===== src/uer_pkg.sv =====
// uer_pkg: shared types and constants for the ultrasonic echo ranger.
// No dependencies.
`timescale 1ns / 1ps

package uer_pkg;

    typedef enum logic [1:0] {
        PH_IDLE,
        PH_TRIG,
        PH_WAIT,
        PH_MEAS
    } t_phase;

    typedef enum logic [1:0] {
        ST_OK,
        ST_NO_RISE,
        ST_NO_FALL,
        ST_RANGE
    } t_status;

    typedef enum logic [1:0] {
        CFG_TIMEOUT,
        CFG_TRIGGER,
        CFG_MIN_CM,
        CFG_MAX_CM
    } t_cfg_idx;

    localparam int US_PER_CM = 58;
    localparam int CNT_W     = 17;
    localparam int WIDTH_W   = 16;
    localparam int DIST_W    = 14;
    localparam int CM_W      = 10;
    localparam int TRIG_W    = 8;
    localparam int CFG_W     = 16;
    localparam int IN_W      = 8;
    localparam int OUT_W     = 24;

    localparam logic [DIST_W-1:0]  DIST_MAX     = '1;
    localparam logic [WIDTH_W-1:0] TIMEOUT_RST  = 16'd25000;
    localparam logic [TRIG_W-1:0]  TRIGGER_RST  = 8'd10;
    localparam logic [CM_W-1:0]    MIN_CM_RST   = 10'd2;
    localparam logic [CM_W-1:0]    MAX_CM_RST   = 10'd400;

    typedef struct packed {
        logic [WIDTH_W-1:0] timeout;
        logic [TRIG_W-1:0]  trigger;
        logic [CM_W-1:0]    min_cm;
        logic [CM_W-1:0]    max_cm;
    } t_cfg;

    // one item after the sequencer step
    typedef struct packed {
        logic               trig;
        logic               done;
        t_status            status;
        logic               meas_end;
        logic [WIDTH_W-1:0] width;
    } t_step;

    typedef struct packed {
        logic              trig;
        logic              done;
        t_status           status;
        logic [DIST_W-1:0] dist_q4;
    } t_res;

endpackage


===== src/uer_ctrl.sv =====
// uer_ctrl: measurement sequencer (idle, trigger, rise wait, pulse count).
// Registers one step record per item. Depends on uer_pkg.
`timescale 1ns / 1ps

module uer_ctrl (
    input  logic          i_clk,
    input  logic          i_rst_n,
    input  uer_pkg::t_cfg i_cfg,
    input  logic          i_acc,
    input  logic          i_start,
    input  logic          i_echo,
    input  logic          i_take,
    output logic          o_ready,
    output logic          o_s1_vld,
    output uer_pkg::t_step o_s1
);
    import uer_pkg::*;

    t_phase             r_phase, n_phase;
    logic [CNT_W-1:0]   r_cnt, n_cnt;
    logic               r_s1_vld;
    t_step              r_s1, n_step;
    logic [TRIG_W-1:0]  trig_len;
    logic [CNT_W-1:0]   c_inc;
    logic               len_hit, over;

    assign trig_len = (i_cfg.trigger == '0) ? TRIG_W'(1) : i_cfg.trigger;
    assign c_inc    = r_cnt + CNT_W'(1);
    assign len_hit  = c_inc >= CNT_W'(trig_len);
    assign over     = c_inc > CNT_W'(i_cfg.timeout);

    always_comb begin
        n_phase = r_phase;
        n_cnt   = r_cnt;
        if (i_acc) begin
            case (r_phase)
                PH_IDLE: begin
                    if (i_start) begin
                        if (trig_len == TRIG_W'(1)) begin
                            n_phase = PH_WAIT;
                            n_cnt   = '0;
                        end else begin
                            n_phase = PH_TRIG;
                            n_cnt   = CNT_W'(1);
                        end
                    end
                end
                PH_TRIG: begin
                    if (len_hit) begin
                        n_phase = PH_WAIT;
                        n_cnt   = '0;
                    end else begin
                        n_cnt = c_inc;
                    end
                end
                PH_WAIT: begin
                    if (i_echo) begin
                        n_phase = PH_MEAS;
                        n_cnt   = CNT_W'(1);
                    end else if (over) begin
                        n_phase = PH_IDLE;
                        n_cnt   = '0;
                    end else begin
                        n_cnt = c_inc;
                    end
                end
                PH_MEAS: begin
                    if (i_echo && !over) begin
                        n_cnt = c_inc;
                    end else begin
                        n_phase = PH_IDLE;
                        n_cnt   = '0;
                    end
                end
                default: begin
                    n_phase = PH_IDLE;
                    n_cnt   = '0;
                end
            endcase
        end
    end

    always_comb begin
        n_step = '0;
        case (r_phase)
            PH_IDLE: n_step.trig = i_start;
            PH_TRIG: n_step.trig = 1'b1;
            PH_WAIT: begin
                if (!i_echo && over) begin
                    n_step.done   = 1'b1;
                    n_step.status = ST_NO_RISE;
                end
            end
            PH_MEAS: begin
                if (i_echo && over) begin
                    n_step.done   = 1'b1;
                    n_step.status = ST_NO_FALL;
                end else if (!i_echo) begin
                    n_step.done     = 1'b1;
                    n_step.meas_end = 1'b1;
                    n_step.width    = r_cnt[WIDTH_W-1:0];
                end
            end
            default: n_step = '0;
        endcase
    end

    always_ff @(posedge i_clk) begin
        if (!i_rst_n) begin
            r_phase  <= PH_IDLE;
            r_cnt    <= '0;
            r_s1_vld <= 1'b0;
        end else begin
            r_phase <= n_phase;
            r_cnt   <= n_cnt;
            if (i_acc) begin
                r_s1_vld <= 1'b1;
            end else if (i_take) begin
                r_s1_vld <= 1'b0;
            end
        end
    end

    always_ff @(posedge i_clk) begin
        if (i_acc) begin
            r_s1 <= n_step;
        end
    end

    assign o_ready  = !r_s1_vld || i_take;
    assign o_s1_vld = r_s1_vld;
    assign o_s1     = r_s1;

    a_start_leaves_idle: assert property (@(posedge i_clk) disable iff (!i_rst_n)
        i_acc && r_phase == PH_IDLE && i_start |=> r_phase == PH_TRIG || r_phase == PH_WAIT)
        else $error("start in idle did not begin a measurement");

    a_trig_not_done: assert property (@(posedge i_clk) disable iff (!i_rst_n)
        r_s1_vld |-> !(r_s1.trig && r_s1.done))
        else $error("trigger and finish on the same item");

    a_s1_hold: assert property (@(posedge i_clk) disable iff (!i_rst_n)
        r_s1_vld && !i_take && !i_acc |=> r_s1_vld && $stable(r_s1))
        else $error("stalled step record changed");

endmodule


===== src/uer_dist.sv =====
// uer_dist: range check and distance conversion into the result register.
// Divide by 58 done as reciprocal multiply. Depends on uer_pkg.
`timescale 1ns / 1ps

module uer_dist #(
    parameter int FRAC_BITS = 4
) (
    input  logic           i_clk,
    input  logic           i_rst_n,
    input  uer_pkg::t_cfg  i_cfg,
    input  logic           i_s1_vld,
    input  uer_pkg::t_step i_s1,
    input  logic           i_m_ready,
    output logic           o_take,
    output logic           o_vld,
    output uer_pkg::t_res  o_res
);
    import uer_pkg::*;

    localparam int NUM_W   = WIDTH_W + FRAC_BITS;
    localparam int SHIFT   = NUM_W + 6;
    localparam int RECIP_W = NUM_W + 1;
    localparam int PROD_W  = NUM_W + RECIP_W;
    localparam int QW      = PROD_W - SHIFT;
    localparam int QX_W    = (QW > DIST_W) ? QW : DIST_W;
    localparam logic [63:0] RECIP64 =
        ((64'd1 << SHIFT) + 64'(US_PER_CM) - 64'd1) / 64'(US_PER_CM);
    localparam logic [RECIP_W-1:0] RECIP = RECIP64[RECIP_W-1:0];

    logic               r_vld;
    t_res               r_res, n_res;
    logic               take;
    logic [WIDTH_W-1:0] min_us, max_us;
    logic [NUM_W-1:0]   num;
    logic [PROD_W-1:0]  prod;
    logic [QX_W-1:0]    qx;
    logic [DIST_W-1:0]  dist_sat;

    assign take   = i_s1_vld && (!r_vld || i_m_ready);
    assign min_us = WIDTH_W'(i_cfg.min_cm) * WIDTH_W'(US_PER_CM);
    assign max_us = WIDTH_W'(i_cfg.max_cm) * WIDTH_W'(US_PER_CM);
    assign num    = NUM_W'(i_s1.width) << FRAC_BITS;
    assign prod   = PROD_W'(num) * PROD_W'(RECIP);
    assign qx     = QX_W'(prod[PROD_W-1:SHIFT]);
    assign dist_sat = (qx > QX_W'(DIST_MAX)) ? DIST_MAX : qx[DIST_W-1:0];

    always_comb begin
        n_res.trig    = i_s1.trig;
        n_res.done    = i_s1.done;
        n_res.status  = i_s1.status;
        n_res.dist_q4 = '0;
        if (i_s1.meas_end) begin
            if (i_s1.width < min_us || i_s1.width > max_us) begin
                n_res.status = ST_RANGE;
            end else begin
                n_res.status  = ST_OK;
                n_res.dist_q4 = dist_sat;
            end
        end
    end

    always_ff @(posedge i_clk) begin
        if (!i_rst_n) begin
            r_vld <= 1'b0;
        end else if (take) begin
            r_vld <= 1'b1;
        end else if (i_m_ready) begin
            r_vld <= 1'b0;
        end
    end

    always_ff @(posedge i_clk) begin
        if (take) begin
            r_res <= n_res;
        end
    end

    assign o_take = take;
    assign o_vld  = r_vld;
    assign o_res  = r_res;

    a_load_valid: assert property (@(posedge i_clk) disable iff (!i_rst_n)
        take |=> r_vld)
        else $error("loaded result not marked valid");

    a_idle_clean: assert property (@(posedge i_clk) disable iff (!i_rst_n)
        r_vld && !r_res.done |-> r_res.status == ST_OK && r_res.dist_q4 == '0)
        else $error("status or distance set without a finished measurement");

    a_fail_no_dist: assert property (@(posedge i_clk) disable iff (!i_rst_n)
        r_vld && r_res.status != ST_OK |-> r_res.dist_q4 == '0 && r_res.done)
        else $error("failed measurement carries a distance");

endmodule


===== src/ultrasonic_echo_ranger.sv =====
// Echo-pulse range meter, one item per microsecond tick, one result per item.
// Path: an accepted item passes the sequencer step register, then the result
// register holding the reciprocal-multiply distance, whose output is the result.
// Throughput: 1 item per cycle; input stalls only when both stages are full.
// Reset (i_rst_n low, synchronous): idle, count zero, pipeline empty, registers
// at defaults 25000 / 10 / 2 / 400. Depends on uer_pkg, uer_ctrl, uer_dist.
`timescale 1ns / 1ps

module ultrasonic_echo_ranger #(
    parameter int FRAC_BITS = 4
) (
    input  logic                       i_clk,
    input  logic                       i_rst_n,
    input  logic                       s_axis_tvalid,
    output logic                       s_axis_tready,
    input  logic [uer_pkg::IN_W-1:0]   s_axis_tdata,  // [0] start_req, [1] echo
    output logic                       m_axis_tvalid,
    input  logic                       m_axis_tready,
    // [0] trig, [1] done_res, [3:2] status, [17:4] distance_q4
    output logic [uer_pkg::OUT_W-1:0]  m_axis_tdata,
    input  logic                       i_cfg_we,
    input  logic [1:0]                 i_cfg_addr,
    input  logic [uer_pkg::CFG_W-1:0]  i_cfg_wdata
);
    import uer_pkg::*;

    t_cfg  r_cfg;
    logic  acc, take, s1_vld, ready;
    t_step s1;
    t_res  res;

    always_ff @(posedge i_clk) begin
        if (!i_rst_n) begin
            r_cfg.timeout <= TIMEOUT_RST;
            r_cfg.trigger <= TRIGGER_RST;
            r_cfg.min_cm  <= MIN_CM_RST;
            r_cfg.max_cm  <= MAX_CM_RST;
        end else if (i_cfg_we) begin
            case (t_cfg_idx'(i_cfg_addr))
                CFG_TIMEOUT: r_cfg.timeout <= i_cfg_wdata;
                CFG_TRIGGER: r_cfg.trigger <= i_cfg_wdata[TRIG_W-1:0];
                CFG_MIN_CM:  r_cfg.min_cm  <= i_cfg_wdata[CM_W-1:0];
                CFG_MAX_CM:  r_cfg.max_cm  <= i_cfg_wdata[CM_W-1:0];
                default:     r_cfg <= r_cfg;
            endcase
        end
    end

    assign s_axis_tready = ready;
    assign acc           = s_axis_tvalid && ready;

    uer_ctrl u_ctrl (
        .i_clk    (i_clk),
        .i_rst_n  (i_rst_n),
        .i_cfg    (r_cfg),
        .i_acc    (acc),
        .i_start  (s_axis_tdata[0]),
        .i_echo   (s_axis_tdata[1]),
        .i_take   (take),
        .o_ready  (ready),
        .o_s1_vld (s1_vld),
        .o_s1     (s1)
    );

    uer_dist #(
        .FRAC_BITS (FRAC_BITS)
    ) u_dist (
        .i_clk     (i_clk),
        .i_rst_n   (i_rst_n),
        .i_cfg     (r_cfg),
        .i_s1_vld  (s1_vld),
        .i_s1      (s1),
        .i_m_ready (m_axis_tready),
        .o_take    (take),
        .o_vld     (m_axis_tvalid),
        .o_res     (res)
    );

    assign m_axis_tdata = {(OUT_W - DIST_W - 4)'(0), res.dist_q4, res.status, res.done, res.trig};

endmodule


===== config.mk =====
export PLATFORM = sky130hd
export DESIGN_NAME = ultrasonic_echo_ranger
export DESIGN_NICKNAME = d
export VERILOG_FILES = /design/src/uer_pkg.sv /design/src/uer_ctrl.sv /design/src/uer_dist.sv /design/src/ultrasonic_echo_ranger.sv
export SDC_FILE = /design/constraint.sdc
export NUM_CORES = 1
export LEC_CHECK = 0
export BUFFER_PORTS_ARGS = -buffer_cell sky130_fd_sc_hd__buf_2
export CAP_MARGIN = 20
export CORE_MARGIN = 3
export CORE_UTILIZATION = 58
export CTS_CLUSTER_DIAMETER = 60
export CTS_CLUSTER_SIZE = 20
export DETAILED_ROUTE_END_ITERATION = 10
export HOLD_SLACK_MARGIN = 0.08
export PLACE_DENSITY_LB_ADDON = 0.12
export SLEW_MARGIN = 20
export SYNTH_ARGS = -nofsm -noshare
export SYNTH_HDL_FRONTEND = slang
export SYNTH_HIERARCHICAL = 1
export SYNTH_SLANG_ARGS = --single-unit

===== constraint.sdc =====
create_clock -name i_clk -period 6 [get_ports i_clk]
set_input_delay 1.5 -clock i_clk [delete_from_list [all_inputs] [get_ports i_clk]]
set_output_delay 1.5 -clock i_clk [all_outputs]
set_load 0.02 [all_outputs]

==> impl_results.md, run 1 <==
- Status: finished, final reports clean
- Initial drt markers: 443
- Share of the synthesized area in the top cell type: 23.0%
- WP buf/inv: 4
- CTS Buf Count: 9
- CTS sink count: 104
- Via density: 5.36
- # setup viols final: 0
- Synth area leaders: ha_1, fa_1, dfxtp_1
- Wire length of the first global-routing pass: about 49000 um
- Clock power share: 10.4%
- Nature of the critical path endpoint: flop
- Slew Limit Headroom: 33.8%
- Switch Pwr: 2850 uW
- Tcrit/Tclk final: a little over nine tenths
- Cell family with the largest share of critical-path delay: adder cells
- Post-layout util: 66.4%
- First drt pass iteration count: 5
- Crit Path Class: reg2reg
- Htree depth: 3
- HP Class: reg2reg
- Initial antenna violation count: 0
- RSZ-0062 raised after global routing: true
- Yosys top cell by area: ha_1
- Average wire per standard cell: 16.1 um
- Final setup margin: about 0.099 ns
- Max cap viols: 0
- Die Wd: 161 um
- Slowest stage delay, CP: 0.64 ns
- Worst-Skew Late Latency: about 0.36 ns
- Initial Utilization: 60.2%
- Post-synth EDFFs: 39
- Slew @ Worst Pin: a little under 1 ns
- Sw frac: 47.9%
- Met1 GRT Util: 30.6%
- Area Overhead vs Synth: 10.4%
- Max-slew violation count: 0
- Post-DP HPWL: ~25000 um
- Seq pwr share: a little over an eighth
- Row cnt: 55
- CP cell instances: fa_1 -> inv_2 -> fa_2 -> inv_2 -> fa_1 -> fa_2 -> fa_1 -> fa_1 -> ha_4 -> and4_4 -> o2111a_1 -> a221oi_4 -> o211ai_4 -> a31oi_4 -> o31ai_4 -> xnor2_2 -> buf_4 -> clkbuf_16 -> a21oi_2
- Setup WS pre-CTS: -0.0818 ns
- Combinational share of power: 75.9%
- Clock skew: 0.0159 ns
- Busiest layer in global routing: met2
- Vias in the first global route: 9996
- All-Layer GR Usage: between 20% and 30%
- # nets final: around 2000
- CP most frequent cell: fa_1
- Peak VDD IR: 538 uV
- Leak: 0.00784 uW
- Req. time, crit path: 6.11 ns
- Critical path startpoint: u_ctrl/o_s1[8]$_SDFFCE_PP0P_
- Remaining DRCs: 0
- Die height: 161 um
- GR Layer Usage met3: 3.07%
- Synth Cell Area: approximately 14000 um2
- Largest net degree at the start of global routing: 74
- FILL cells: 1909
- Max clock buf depth: 2
- Grt total ovfl: 0
- Crit path time final: roughly 6 ns
- Crit Path Max Fanout: 7
- Hold Fails Final Rpt: 0
- PD cells: 388 nW/um2
- DR vias: 9951
- Mapped Cells: roughly 1400
- FMAX: between 0.15 and 0.2 GHz
- Number of synthesized register bits: 104
- Yosys cell types: 92
- Layout cell share with drive strength beyond 1: 14.7%
- Yosys warns: 6
- R2r startpoint: u_ctrl/o_s1[8]$_SDFFCE_PP0P_
- Sequential-to-total area share from yosys stat: 17.8%
- Met2 Track Usage GR: between 40% and 50%
- Routed wire length: 29800 um
- Diodes inserted: 0
- Async set-reset flop share out of synthesis: 0%
- CTS tree: built
- IO Port Bufs: 44
- Ports: 57
- Top FF cell, synth: dfxtp_1
- CP max-delay cell: fa_1
- Synthesized area per cell: 9.62 um2
- HP Start: u_ctrl/o_s1[19]$_DFFE_PP_
- CP arrival: 6.01 ns
- Int Pwr: 3100 uW
- CTS root buffer: clkbuf_16
- Antenna Violating Nets Remaining: 0
- Clk slew on worst S/H paths: 0.08 ns
- Die ar.: 25800 um2
- Core Area: around 23000 um2
- Type of origin of the critical path: flop
- GPL Wtd Cong: 0.908
==> sequential cells by signal, indices dropped and copies added (netlist names) <==
register	count
u_ctrl/r_phase	2
u_dist/o_vld	1
u_dist/o_res	18
u_ctrl/r_cnt	17
u_ctrl/o_s1	21
u_ctrl/o_s1_vld	1
r_cfg	44
==> power by group through the flow <==
stage,combinational [uW],clock (uW),sequential (uW)
floorplan,3090,0,851
global placement,4090,0,832
detailed placement,4170,0,834
CTS,4410,636,815
global route,5120,664,820
finish,4510,618,815
==> what timing repair did <==
| action | in CTS | in global routing |
|---|---|---|
| pin swaps | 32 | 25 |
| resized for setup | 18 | 19 |
| setup buffers | 16 | 4 |
| hold buffers | 0 | 0 |
| endpoints found under the setup margin | 14 | 14 |
| gates cloned | 1 | 0 |
==> layer usage <==
layer / routed length, um / part of all wire, %
met5: 0 / 0
met4: 701 / 2.4
met3: 931 / 3.1
met2: 14700 / 49
met1: 13400 / 45
==> stage by stage <==
step | cells | setup TNS [ns] | hold slack (ns) | area, um2 | total power, uW
floorplan | 1447 | 0 | 0.400 | 13900 | 3940
global placement | 1820 | -0.0580 | 0.403 | 14700 | 4930
detailed placement | 1820 | -0.768 | 0.416 | 14700 | 5000
CTS | 1852 | -0.00418 | 0.430 | 15200 | 5860
global route | 1855 | -0.445 | 0.445 | 15300 | 6600
finish | 1855 | 0 | 0.428 | 15300 | 5950
==> synthesized netlist by cell type (3+ instances only) <==
library cell and n:
a2111oi_0 3, a211oi_1 8, a21boi_0 5, a21o_1 12, a21oi_1 45, a21oi_2 10
a31oi_1 18, a32o_2 7, a41oi_1 3, and2_1 20, and3_1 7, buf_2 7
buf_4 13, buf_6 8, clkbuf_1 9, clkbuf_2 3, dfxtp_1 65, edfxtp_1 39
fa_1 141, ha_1 255, inv_1 310, mux2i_1 41, nand2_1 87, nand2b_1 17
nand3_1 22, nand4_1 25, nand4bb_1 4, nor2_1 36, nor2b_1 20, nor3_1 13
nor4_1 7, o211ai_1 13, o21a_1 9, o21ai_0 29, o21ai_1 6, o31a_1 3
or2_2 6, xnor2_1 31, xor2_1 20
==> final timing paths <==
kind | endpoint | slack (ns) | cells after the start
worst min-delay path | u_dist/o_res[16]$_DFFE_PP_ | 0.43 | 0
worst min register to register | u_dist/o_res[16]$_DFFE_PP_ | 0.43 | 0
worst max-delay path | u_dist/o_res[1]$_SDFFCE_PP0P_ | 0.1 | 19
worst max register to register | u_dist/o_res[1]$_SDFFCE_PP0P_ | 0.1 | 19
==> cell usage in the layout, fill, tap and decap left out, drive strengths merged, types with 22 or more instances in the layout <==
cell,n
nand3,23
nand4,27
fa,141
ha,255
nand2,89
edfxtp,39
mux2i,41
nor2,37
xnor2,32
dfxtp,65
buf,122
a21oi,55
o21ai,36
inv,316
and2,22
==> area by class of cell <==
type | count | area (um2) | area share (%)
flip-flops and latches | 104 | 2470 | 16.1
repair buffers | 123 | 835 | 5.45
clock buffers | 9 | 225 | 1.47
inverters | 312 | 1170 | 7.65
multi-input cells | 987 | 10100 | 66.1
clock inverters | 7 | 90.1 | 0.588
well taps | 313 | 392 | 2.56
==> logic make-up (layout without fill, tap and decap cells) <==
family | Yosys count | count (layout) | share of synthesized area, %
other | 1 | 6 | 0.0270
XOR/XNOR | 52 | 52 | 3.34
multiplexers | 41 | 41 | 2.96
AND/OR/NAND/NOR | 293 | 293 | 11.5
AO/OA/AOI/OAI | 199 | 199 | 10.3
flip-flops | 104 | 104 | 17.8
buffers and inverters | 356 | 451 | 10.7
adder cells (fa/ha/maj) | 396 | 396 | 43.3
Note: power is estimated with default switching activity, not from simulation.
==> inputs of run 2 (changes only) <==
--- a/config.mk
+++ b/config.mk
@@ -5,15 +5,15 @@
 export SDC_FILE = /design/constraint.sdc
 export NUM_CORES = 1
 export LEC_CHECK = 0
-export BUFFER_PORTS_ARGS = -buffer_cell sky130_fd_sc_hd__buf_2
 export CAP_MARGIN = 20
 export CORE_MARGIN = 3
-export CORE_UTILIZATION = 58
+export CORE_UTILIZATION = 60
 export CTS_CLUSTER_DIAMETER = 60
 export CTS_CLUSTER_SIZE = 20
 export DETAILED_ROUTE_END_ITERATION = 10
+export DONT_BUFFER_PORTS = 1
 export HOLD_SLACK_MARGIN = 0.08
-export PLACE_DENSITY_LB_ADDON = 0.12
+export PLACE_DENSITY = 0.76
 export SLEW_MARGIN = 20
 export SYNTH_ARGS = -nofsm -noshare
 export SYNTH_HDL_FRONTEND = slang
==> impl_results.md, run 2 (same netlist as run 1, synthesis figures left out) <==
- Cell area after layout: 15000 um2 (was 15300 um2)
- Crit Path Max Fanout: 5 (was 7)
- GPL Wtd Cong: 0.910 (was 0.908)
- Slew @ Worst Pin: 1.04 ns (was 0.992 ns)
- All-Layer GR Usage: 24.5% (was 23.4%)
- Initial drt markers: 571 (was 443)
- CTS tree: built (unchanged)
- Peak VDD IR: 301 uV (was 538 uV)
- Average wire per standard cell: 16.7 um (was 16.1 um)
- Antenna Violating Nets Remaining: 0 (unchanged)
- Layout cell share with drive strength beyond 1: 11.8% (was 14.7%)
- RSZ-0062 raised after global routing: true (unchanged)
- Max reg flops: 44 (unchanged)
- Type of origin of the critical path: flop (unchanged)
- Die height: 158 um (was 161 um)
- Largest net degree at the start of global routing: 84 (was 74)
- Htree depth: 3 (unchanged)
- Routed wire length: 29700 um (was 29800 um)
- Post-layout util: 66.3% (was 66.4%)
- CP most frequent cell: fa_1 (unchanged)
- CTS Buf Count: 9 (unchanged)
- Diodes inserted: 0 (unchanged)
- Leak: 0.00766 uW (was 0.00784 uW)
- Max-slew violation count: 0 (unchanged)
- Max clock buf depth: 2 (unchanged)
- First drt pass iteration count: 5 (unchanged)
- Via density: 5.58 (was 5.36)
- CTS root buffer: clkbuf_16 (unchanged)
- Slowest stage delay, CP: 0.55 ns (was 0.64 ns)
- Die ar.: 25000 um2 (was 25800 um2)
- Slew Limit Headroom: 30.6% (was 33.8%)
- Crit path time final: 5.93 ns (was 5.90 ns)
- Initial Utilization: 61.1% (was 60.2%)
- Placed cell areas: 14400 um2 (was 14700 um2)
- Setup WS pre-CTS: -0.0891 ns (was -0.0818 ns)
- Total power: 5980 uW (was 5950 uW)
- HP Class: reg2reg (unchanged)
- # setup viols final: 0 (unchanged)
- Reg with most FFs: r_cfg (unchanged)
- Hold Fails Final Rpt: 0 (unchanged)
- Ports: 57 (unchanged)
- Die Wd: 158 um (was 161 um)
- CP arrival: 6.04 ns (was 6.01 ns)
- Reg2Reg Depth: 21 (was 19)
- Worst Hold Depth: 0 (unchanged)
- Req. time, crit path: 6.11 ns (about the same)
- FMAX: 0.169 GHz (about the same)
- FILL cells: 1778 (was 1909)
- Tcrit/Tclk final: 98.8% (was 98.3%)
- Most common cell after layout, fill and taps aside: inv_1 (unchanged)
- IO Port Bufs: 0 (was 44)
- Area Overhead vs Synth: 8.45% (was 10.4%)
- Clock skew: 0.0153 ns (was 0.0159 ns)
- Remaining DRCs: 0 (unchanged)
- CTS sink count: 104 (unchanged)
- Crit Path Class: reg2reg (unchanged)
- Status: finished, final reports clean (unchanged)
- Post-DP HPWL: 24500 um (was 24700 um)
- Row cnt: 55 (unchanged)
- Commonest non-fill, non-tap cells in the layout: inv_1, ha_1, fa_1 (unchanged)
- WHS: 0.427 ns (was 0.428 ns)
- Max cap viols: 0 (unchanged)
- Core Area: 22700 um2 (was 23100 um2)
- Nature of the critical path endpoint: flop (unchanged)
- PD cells: 398 nW/um2 (was 388 nW/um2)
- CP cell instances: buf_4 -> fa_1 -> buf_4 -> ha_1 -> inv_1 -> fa_1 -> inv_1 -> fa_1 -> fa_1 -> fa_1 -> ha_4 -> and4_4 -> o2111a_2 -> a221oi_4 -> o211ai_4 -> a31oi_4 -> o31ai_4 -> xnor2_2 -> buf_4 -> clkbuf_16 -> a21oi_2 (was fa_1 -> inv_2 -> fa_2 -> inv_2 -> fa_1 -> fa_2 -> fa_1 -> fa_1 -> ha_4 -> and4_4 -> o2111a_1 -> a221oi_4 -> o211ai_4 -> a31oi_4 -> o31ai_4 -> xnor2_2 -> buf_4 -> clkbuf_16 -> a21oi_2)
- Clk slew on worst S/H paths: 0.08 ns (about the same)
- Grt total ovfl: 0 (unchanged)
- CP max-delay cell: fa_1 (unchanged)
- Final setup margin: 0.0722 ns (was 0.0993 ns)
- DR vias: 9955 (was 9951)
- # nets final: 1920 (was 1964)
- Initial antenna violation count: 0 (unchanged)
- Wire length of the first global-routing pass: 49000 um (about the same)
- Worst-Skew Late Latency: 0.37 ns (was 0.36 ns)
- Vias in the first global route: 10100 (was 9996)
-- run 2: cell types whose count changed in the layout (fill, tap and decap cells not counted), moves of 2 or more --
cell / delta
inv_1: +5
inv_6: +2
a211oi_2: +2
inv_8: -2
inv_2: -5
buf_2: -44
-- run 2: final timing paths --
check	startpoint	end	slack, ns
setup / recovery	u_ctrl/o_s1[12]$_SDFFCE_PP0P_	u_dist/o_res[5]$_SDFFCE_PP0P_	0.07
hold / removal	u_ctrl/o_s1[20]$_DFFE_PP_	u_dist/o_res[17]$_DFFE_PP_	0.43
setup reg to reg	u_ctrl/o_s1[12]$_SDFFCE_PP0P_	u_dist/o_res[5]$_SDFFCE_PP0P_	0.07
hold reg to reg	u_ctrl/o_s1[20]$_DFFE_PP_	u_dist/o_res[17]$_DFFE_PP_	0.43
-- run 2: timing repair --
item,CTS,global route
pin swaps,21,30
setup endpoints to repair,14,14
gates cloned,1,0
resized for setup,13,17
setup buffers,14,12
hold buffers,0,0
-- run 2: through the flow --
step / setup TNS, ns / std cells
finish: 0 / 1783
detailed placement: -1.09 / 1743
floorplan: 0 / 1447
global placement: -0.0123 / 1743
global route: -0.946 / 1783
CTS: 0 / 1773
-- run 2: final cells by class --
cell class | instances | area [um2] | area share, %
tap | 285 | 357 | 2.37
clock buffer | 9 | 225 | 1.50
clock inverter | 7 | 97.6 | 0.649
timing repair buffer | 79 | 618 | 4.11
sequential | 104 | 2470 | 16.4
multi-input combinational | 987 | 10100 | 67.2
inverter | 312 | 1170 | 7.78
-- run 2: critical path, delay by kind of cell, from the launching register on --
family / cells / cell delay [ns]
fa+ha+maj: 7 / 3.09
compound gates: 6 / 1.02
buf+inv: 6 / 0.78
flops: 1 / 0.40
simple gates: 1 / 0.20
xor+xnor: 1 / 0.20
-- run 2: per-layer routing --
layer  track usage, %  share of wire (%)  vias up
met3             3.03                3.4       60
met1             30.8                 43     4774
li1                 -                  -     4890
met5                0                  0        -
met4             8.28                3.1        0
met2             43.6                 50      231
-- run 2: power by group --
| group | switching [uW] | total (uW) | internal [uW] |
|---|---|---|---|
| combinational | 2510 | 4500 | 2000 |
| clock | 333 | 644 | 311 |
| sequential | 51.7 | 836 | 784 |
